$ cat config.mk
export PLATFORM = sky130hd
export DESIGN_NAME = tlge_row_unit
export DESIGN_NICKNAME = d
export VERILOG_FILES = /design/src/design/tlge_pkg.sv /design/src/design/tlge_row_unit.sv
export SDC_FILE = /design/constraint.sdc
export NUM_CORES = 1
export LEC_CHECK = 0
export ABC_AREA = 1
export BUFFER_PORTS_ARGS = -buffer_cell sky130_fd_sc_hd__buf_2
export CAP_MARGIN = 40
export CORE_MARGIN = 2
export CORE_UTILIZATION = 45
export DETAILED_ROUTE_END_ITERATION = 10
export PLACE_DENSITY = 0.65
export SLEW_MARGIN = 5
export SYNTH_ARGS = -nofsm -noshare
export SYNTH_HDL_FRONTEND = slang
export SYNTH_SLANG_ARGS = --single-unit
$ cat constraint.sdc
create_clock -name vclk -period 8.6
set_clock_uncertainty 0.1 [all_clocks]
set_input_delay 1.29 -clock vclk [all_inputs]
set_output_delay 1.29 -clock vclk [all_outputs]
set_load 0.05 [all_outputs]
$ cat src/design/tlge_pkg.sv
// Shared types and constants for the toroidal life grid engine.
package tlge_pkg;

    localparam int CFG_W          = 7;
    localparam int CNT_W          = 8;
    localparam int CMD_W          = 3;
    localparam int COL_W          = 6;
    localparam int ROW_W          = 6;
    localparam int MAX_WIDTH_DEF  = 64;
    localparam int MAX_HEIGHT_DEF = 64;

    localparam logic CFG_GRID_WIDTH  = 1'b0;
    localparam logic CFG_GRID_HEIGHT = 1'b1;

    typedef enum logic [CMD_W-1:0] {
        CMD_WRITE  = 3'd0,
        CMD_TOGGLE = 3'd1,
        CMD_READ   = 3'd2,
        CMD_STEP   = 3'd3,
        CMD_FLIP   = 3'd4
    } t_cmd;

    typedef enum logic [2:0] {
        S_IDLE,
        S_CELL,
        S_STEP,
        S_FLIP,
        S_RESULT
    } t_state;

endpackage

$ cat src/design/tlge_row_unit.sv
// Row update unit: next life generation of one row, or row mirror within the width.
module tlge_row_unit #(
    parameter int MW = tlge_pkg::MAX_WIDTH_DEF
) (
    input  logic                      i_flip,
    input  logic [tlge_pkg::CFG_W-1:0] i_width,
    input  logic [MW-1:0]             i_above,
    input  logic [MW-1:0]             i_here,
    input  logic [MW-1:0]             i_below,
    output logic [MW-1:0]             o_row
);
    import tlge_pkg::*;

    localparam int CW = (MW > 1) ? $clog2(MW) : 1;

    logic [CFG_W-1:0] wm1;
    logic [CW-1:0]    wrap_idx;
    logic [MW-1:0]    rev;
    logic [MW-1:0]    mirrored;
    logic [CFG_W-1:0] shamt;

    assign wm1      = i_width - CFG_W'(1);
    assign wrap_idx = wm1[CW-1:0];
    assign shamt    = CFG_W'(MW) - i_width;
    assign mirrored = rev >> shamt;

    genvar x;
    generate
        for (x = 0; x < MW; x++) begin : g_lane
            logic       al, ac, ar, hl, hr, bl, bc, br;
            logic       at_right;
            logic [3:0] n;
            logic       alive;
            logic       in_rng;

            assign rev[x]   = i_here[MW-1-x];
            assign at_right = (CFG_W'(x + 1) == i_width);
            assign in_rng   = (CFG_W'(x) < i_width);

            if (x == 0) begin : g_left_wrap
                assign al = i_above[wrap_idx];
                assign hl = i_here[wrap_idx];
                assign bl = i_below[wrap_idx];
            end else begin : g_left
                assign al = i_above[x-1];
                assign hl = i_here[x-1];
                assign bl = i_below[x-1];
            end

            if (x == MW - 1) begin : g_right_wrap
                assign ar = i_above[0];
                assign hr = i_here[0];
                assign br = i_below[0];
            end else begin : g_right
                assign ar = at_right ? i_above[0] : i_above[x+1];
                assign hr = at_right ? i_here[0]  : i_here[x+1];
                assign br = at_right ? i_below[0] : i_below[x+1];
            end

            assign ac    = i_above[x];
            assign bc    = i_below[x];
            assign n     = 4'(al) + 4'(ac) + 4'(ar) + 4'(hl) + 4'(hr)
                         + 4'(bl) + 4'(bc) + 4'(br);
            assign alive = (n == 4'd3) || (i_here[x] && (n == 4'd2));

            assign o_row[x] = !in_rng ? i_here[x] : (i_flip ? mirrored[x] : alive);
        end
    endgenerate

endmodule

==> impl_metrics.yaml <==
run_status:
  run_status: "finished clean"
setup_path:
  critPathLaunchType: "primary input"
  cp_max_fo: 24
  path_delay_family: "adder cells"
  cp.required_ns: 7.21
  crit_chain: "buf_2, clkinv_1, ha_4, nand2_1, inv_2, nor2_4, nand3_1, nand3_1, nand3_1, nand3_1, nand2_1, fa_1, fa_1, inv_1, ha_1, fa_1, nor2_1, o221ai_1, nor2_1, nor2_1, a21oi_1, buf_12"
  timing.critical_path.mode_cell: "nand3_1"
  cpPeakStageDelay_ns: 0.71
  criticalPathCategory: "primary input to output port"
  critPathCaptureType: "output port"
  critPathSlowestCell: "nor2_4"
  crit_arrival_ns: 6.42
  crit_buf_inv: 5
floorplan:
  row_count: 77
  io_pins: 264
  die_h_um: 215
  initial_core_util: 0.454
  core-area_um2: 43900
  design.die.area_um2: 46000
  die_x_um: 215
placement:
  place.gp.congestion: 1.13
  hpwl_um: 76400
  portBuffers: 264
  place_inst: 3996
cells_and_area:
  syn2layout_area_growth_pct: 9.38
  clock_buffers: 0
  fin_nets: 4057
  layout-drive-gt1-share: 0.102
  instances_no_fill: 3998
  seq_area_um2: 0
  n_sequential_cell: 0
  final_common_cell: "nand2_1"
  layout_common_cells: "nand2_1, inv_1, nand3_1, o21ai_0, buf_2"
detailed_routing:
  routed_wl_um: 94200
  vias_per_cell: 5.99
  first_iter_violations: 3167
  ant_nets: 0
  post_drt_wl_per_cell_um: 23.6
  vias: 24000
  dr.pass1.iters: 8
  drc: 0
logic_synthesis:
  syn_nets: 3885
  yosysSeqAreaShare: 0
  ys_types: 46
  synth_area_per_cell_um2: 6.17
  yosys_warnings: 0
  syn_inst: 3234
  syn_area_um2: 19900
global_route:
  grt_pass1_vias: 23200
  overflow: 0
  track_usage: 0.402
  grt_max_degree: 135
  grt_pass1_wl_um: 142000
  antenna_found_initial: 4
clock_network:
  cts_setup_buffers: 0
  postCtsHoldBufs: 0
  ctsResizeCount: 0
min_path:
  min_to: "o_row[63]"
  hold_start: "i_here[63]"
  hold-path-cell-count: 4
  hp-class: "primary input to output port"
sta:
  maxSlewViolCount: 0
  rsz0062_at_grt: "no"
  period_share: 0.909
  worstMarginPinSlew_ns: 1.03
  relSlewSlack: 0.307
  hold_viol: 0
  tns_ns: 0
  max_freq_ghz: 0.128
  setup-violations-final: 0
  final.min_clock_period_ns: 7.81
flow_run:
  drv_cap: 0
-- synthesized netlist by cell type, types with 11 or more instances --
master | instances | area (µm²)
a21oi_1 | 156 | 781
a22oi_1 | 13 | 97.6
a31oi_1 | 41 | 257
buf_2 | 54 | 270
buf_4 | 11 | 82.6
clkbuf_1 | 56 | 210
fa_1 | 256 | 5120
ha_1 | 195 | 2440
inv_1 | 529 | 1990
nand2_1 | 724 | 2720
nand3_1 | 523 | 2620
nor2_1 | 242 | 908
nor3_1 | 44 | 220
o211ai_1 | 20 | 150
o21ai_0 | 265 | 1330
-- layer usage --
layer / global-route usage / vias to the layer above / routed length [µm]
met1: 0.547 / 11400 / 37500
li1: - / 10800 / -
met3: 0.0586 / 261 / 10100
met2: 0.627 / 1521 / 41000
met4: 0.191 / 2 / 5590
met5: 0 / - / 10
-- worst min-delay path: stages --
cell	delay, ns
buf_2	0.13
nor2_1	0.10
a31oi_1	0.04
buf_2	0.20
-- how the worst max path moves through the flow --
stage	start	to	depth (start not counted)
finish	i_width[1]	o_row[0]	22
CTS	i_width[1]	o_row[0]	22
floorplan	i_width[0]	o_row[0]	27
detailed placement	i_width[1]	o_row[0]	22
global placement	i_width[1]	o_row[0]	22
global route	i_width[1]	o_row[0]	22
-- per-stage QoR --
stage,utilization,hold WS [ns],cell area [µm²],setup WS (ns)
2_1_floorplan,-,2.76,19900,0.976
3_3_place_gp,0.495,2.96,21800,1.02
3_5_place_dp,0.496,2.95,21800,0.971
4_1_cts,0.496,2.95,21800,0.949
5_1_grt,0.496,2.97,21800,0.585
6_report,0.496,2.95,21800,0.785
-- kinds of logic (layout without fill, tap and decap cells) --
kind of cell    Yosys count  after routing  synth area share
other cells               0              2                 0
simple gates           1560           1560             0.334
fa+ha+maj               451            451             0.379
xor+xnor                  3              3           0.00169
compound gates          542            542             0.149
buf+inv                 678            848             0.135
-- area by class of cell --
cell class,instances,area [µm²]
Fill cell,4693,22100
Multi-Input combinational cell,2556,17300
Inverter,542,2040
Timing Repair Buffer,306,1740
Tap cell,592,741
Antenna cell,2,5.00
