## src/design/tlge_pkg.sv

```systemverilog
// Shared types and constants for the toroidal life grid engine.
package tlge_pkg;

    localparam int CFG_W          = 7;
    localparam int CNT_W          = 8;
    localparam int CMD_W          = 3;
    localparam int COL_W          = 6;
    localparam int ROW_W          = 6;
    localparam int MAX_WIDTH_DEF  = 64;
    localparam int MAX_HEIGHT_DEF = 64;

    localparam logic CFG_GRID_WIDTH  = 1'b0;
    localparam logic CFG_GRID_HEIGHT = 1'b1;

    typedef enum logic [CMD_W-1:0] {
        CMD_WRITE  = 3'd0,
        CMD_TOGGLE = 3'd1,
        CMD_READ   = 3'd2,
        CMD_STEP   = 3'd3,
        CMD_FLIP   = 3'd4
    } t_cmd;

    typedef enum logic [2:0] {
        S_IDLE,
        S_CELL,
        S_STEP,
        S_FLIP,
        S_RESULT
    } t_state;

endpackage

```

## src/design/tlge_grid_mem.sv

```systemverilog
// Cell row memory: one write and one registered read per cycle, rows read empty until written.
module tlge_grid_mem #(
    parameter int MW    = tlge_pkg::MAX_WIDTH_DEF,
    parameter int DEPTH = tlge_pkg::MAX_HEIGHT_DEF,
    parameter int AW    = 6
) (
    input  logic          i_clk,
    input  logic          i_rst_n,
    input  logic          i_we,
    input  logic [AW-1:0] i_waddr,
    input  logic [MW-1:0] i_wdata,
    input  logic [AW-1:0] i_raddr,
    output logic [MW-1:0] o_rdata
);
    logic [MW-1:0]    r_mem [DEPTH];
    logic [DEPTH-1:0] r_row_vld;
    logic [MW-1:0]    r_rdata;
    logic             r_rd_vld;

    always_ff @(posedge i_clk) begin
        if (i_we) begin
            r_mem[i_waddr] <= i_wdata;
        end
        r_rdata <= r_mem[i_raddr];
    end

    always_ff @(posedge i_clk) begin
        if (!i_rst_n) begin
            r_row_vld <= '0;
            r_rd_vld  <= 1'b0;
        end else begin
            if (i_we) begin
                r_row_vld[i_waddr] <= 1'b1;
            end
            r_rd_vld <= r_row_vld[i_raddr];
        end
    end

    assign o_rdata = r_rd_vld ? r_rdata : '0;

endmodule

```

## config.mk

```make
export PLATFORM = sky130hd
export DESIGN_NAME = tlge_grid_mem
export DESIGN_NICKNAME = d
export VERILOG_FILES = /design/src/design/tlge_pkg.sv /design/src/design/tlge_grid_mem.sv
export SDC_FILE = /design/constraint.sdc
export NUM_CORES = 2
export LEC_CHECK = 0
export BUFFER_PORTS_ARGS = -buffer_cell sky130_fd_sc_hd__buf_2
export CAP_MARGIN = 40
export CORE_MARGIN = 4
export CORE_UTILIZATION = 57
export DETAILED_ROUTE_END_ITERATION = 12
export GPL_ROUTABILITY_DRIVEN = 0
export PLACE_DENSITY = 0.76
export SLEW_MARGIN = 40
export SYNTH_ARGS = -nofsm -noshare
export SYNTH_HDL_FRONTEND = slang
export SYNTH_SLANG_ARGS = --single-unit
```

## constraint.sdc

```tcl
create_clock -name i_clk -period 6.1 [get_ports i_clk]
set_input_delay 0.305 -clock i_clk [delete_from_list [all_inputs] [get_ports i_clk]]
set_output_delay 0.305 -clock i_clk [all_outputs]
set_load 0.005 [all_outputs]
```

==> impl_metrics.yaml <==
clock_tree:
  clkSlewWorstSetupHoldPaths_ns: 0.06
  htreeDepth: 5
  clk_latency_ns: 0.94
  cts_buffers: 410
  cts.sinks: 4225
  clock_tree.root_cell: "clkbuf_16"
  cts_tree: "yes"
  cts_buffer_depth: 4
  postCtsSetupRepairBufs: 0
worst_setup_path:
  critPathTopFamily: "buffers and inverters"
  cpPeakStageDelay_ns: 0.59
  cp_slowest_cell: "buf_6"
  worstPathCellList: "buf_6 > and2_1 > buf_2"
  worst_setup_path_end_kind: "output pin"
  criticalPathCategory: "register to output pin"
  path_buf_inv: 2
  cp_max_fo: 53
  worst_setup_path_start_kind: "register"
  required_ns: 5.79
  cp.arrival_ns: 2.50
logic_synthesis:
  synth_top_cell_by_area: "edfxtp_1"
  synth_top_area_share_pct: 77.1
  synth_area_um2: 160000
  ys_seq_area_share_pct: 78.7
  synth_cell_types: 45
  synthTopCellsByArea: "edfxtp_1, mux4_2, mux2i_1"
  yosys_warnings: 0
  syn-instance-count: 6919
  syn_nets: 6998
  syn_area_per_cell_um2: 23.1
  synth-seq-cells: 4225
status:
  status: "complete, no violations"
cells_and_area:
  final_cell_mix: "edfxtp_1, mux4_2, clkbuf_16, mux2i_1, buf_4"
  syn_to_final_growth_pct: 13.4
  final_common_cell: "edfxtp_1"
  nets: 7477
  final_cells: 11473
  drive_gt1_share_pct: 28.7
  final_area_um2: 181000
power_and_ir_drop:
  p_int_mw: 47.9
  p_sw_share_pct: 20.8
  pwr-share-seq_pct: 53.3
  power_mw: 60.5
  powerDensity_nw_per_um2: 334
  power_frac_comb_pct: 4.5
  cellLeakagePower_nw: 57.4
  power_switching_mw: 12.6
  pwr-share-clk_pct: 42.2
  ir_drop_v: 0.000309
sta:
  tightest_slew_ns: 1.00
  grt_setup_unrepaired: "no"
  setup_viol: 0
  period_minus_slack_ns: 2.81
  min_period_over_period_pct: 46.1
  fin_setup_tns_ns: 0
  slew_headroom_pct: 33.1
  slew_violations: 0
  finalHoldViolCount: 0
  clock_skew_ns: 0.0731
  clock.fmax_mhz: 356
floorplan:
  dieArea_um2: 289000
  coreArea_um2: 279000
  boundaryPins: 143
  num_rows: 194
  initial_core_util_pct: 57.2
  fp.dieW_um: 537
  die_h_um: 537
place:
  hpwlAfterDp_um: 218000
  dp_cells: 10641
  place_area_um2: 167000
  port_buffers: 142
worst_hold_path:
  min_path_type: "input pin to register"
drt:
  wire_per_inst_um: 36.6
  num_vias: 79815
  drt_pass1_iterations: 7
  drt-initial-drc-count: 12769
  drt_wl_total_um: 420000
  drc: 0
  detail-route-antenna-nets: 0
  vias_per_cell: 6.96
global_route:
  globalRouteOverflowTotal: 0
  grt_start_max_net_pins: 129
  grt_pass1_vias: 80514
  antenna_found_initial: 30
  grt_usage_pct: 29.2
  grt_pass1_wl_um: 597000
run:
  drv_cap: 0
[kinds of logic after synthesis]
family / count (synthesis) / synth area share (%)
multiplexers: 1423 / 16.7
AND/OR/NAND/NOR: 410 / 1.25
buffers and inverters: 393 / 1.17
AO/OA/AOI/OAI: 468 / 2.19
flip-flops: 4225 / 78.7
[what timing repair did]
action / in CTS / in global routing
endpoints found under the hold margin: 3263 / 704
endpoints found under the setup margin: 0 / 0
resized for setup: 0 / 0
hold buffers: 53 / 11
[worst paths after layout]
| kind | endpoint | from | cells after the start | slack [ns] |
|---|---|---|---|---|
| setup reg to reg | r_rdata[27] | r_mem[30][27] | 5 | 4.10 |
| hold / removal | r_mem[39][51] | i_wdata[51] | 2 | 0.10 |
| setup / recovery | o_rdata[57] | r_rd_vld | 3 | 3.29 |
| hold reg to reg | r_row_vld[57] | r_row_vld[57] | 1 | 0.47 |
[power by group through the flow]
stage	Clock, mW	Sequential, mW	Combinational, mW
CTS	25.7	32.2	2.74
floorplan	0	32.7	1.55
global route	27.0	32.2	2.90
global placement	0	32.8	2.58
detailed placement	0	32.8	2.68
finish	25.5	32.2	2.75
[registers in the layout (all words and copies together), names as in the netlist]
register	cells
r_mem	4096
r_rdata	64
r_row_vld	64
r_rd_vld	1
[cell usage after synthesis, drive strengths merged]
master / count
nor2: 196
inv: 2
dfxtp: 129
a2111oi: 1
and2: 65
mux2: 111
clkbuf: 178
nor2b: 7
a31oi: 11
nand3: 8
nor4: 24
or4bb: 1
nand4bb: 1
buf: 213
nand2b: 17
nand4: 3
o31ai: 1
nand2: 12
a221o: 30
a221oi: 50
edfxtp: 4096
nor3: 53
mux2i: 331
o22a: 1
o221ai: 70
or2: 11
and3: 1
a21oi: 34
and4: 1
o21ai: 34
mux4: 981
or3b: 2
o21a: 64
o22ai: 140
nand3b: 3
or3: 3
o32ai: 1
and4b: 1
o221a: 30
o2111a: 1
nand4b: 1
[metrics by stage]
stage	hold slack [ns]	util (%)	worst slack [ns]
after floorplan	0.404	-	0.348
after global placement	0.441	59.4	2.58
after detailed placement	0.452	59.7	2.56
after CTS	0.0333	64.8	3.25
after global routing	0.0874	64.9	3.22
final	0.105	64.9	3.29
[worst register-to-register path, stage by stage, from the launching register on]
cell and delay, ns:
edfxtp_1 0.41, mux4_2 0.50, mux2i_1 0.14, nor2_1 0.11, nor3_1 0.59, nor3_1 0.10
[cell type report]
cell class,instances,area [µm²]
antenna,7,17.5
sequential,4225,126000
fill,17129,98100
multi-input combinational,2301,32700
tap,3724,4660
inverter,2,15.0
timing repair buffer,458,4530
clock inverter,230,2480
clock buffer,526,11100
[metal layers]
layer  up-vias  wire length (µm)  track usage (%)
met5         -               113                0
met4        18             21800             13.0
met3      1088             48000             6.01
met2      6075            203000             46.1
met1     42128            147000             40.1
li1      30506                 -                -
No activity file was read; power rests on OpenSTA's default activity.
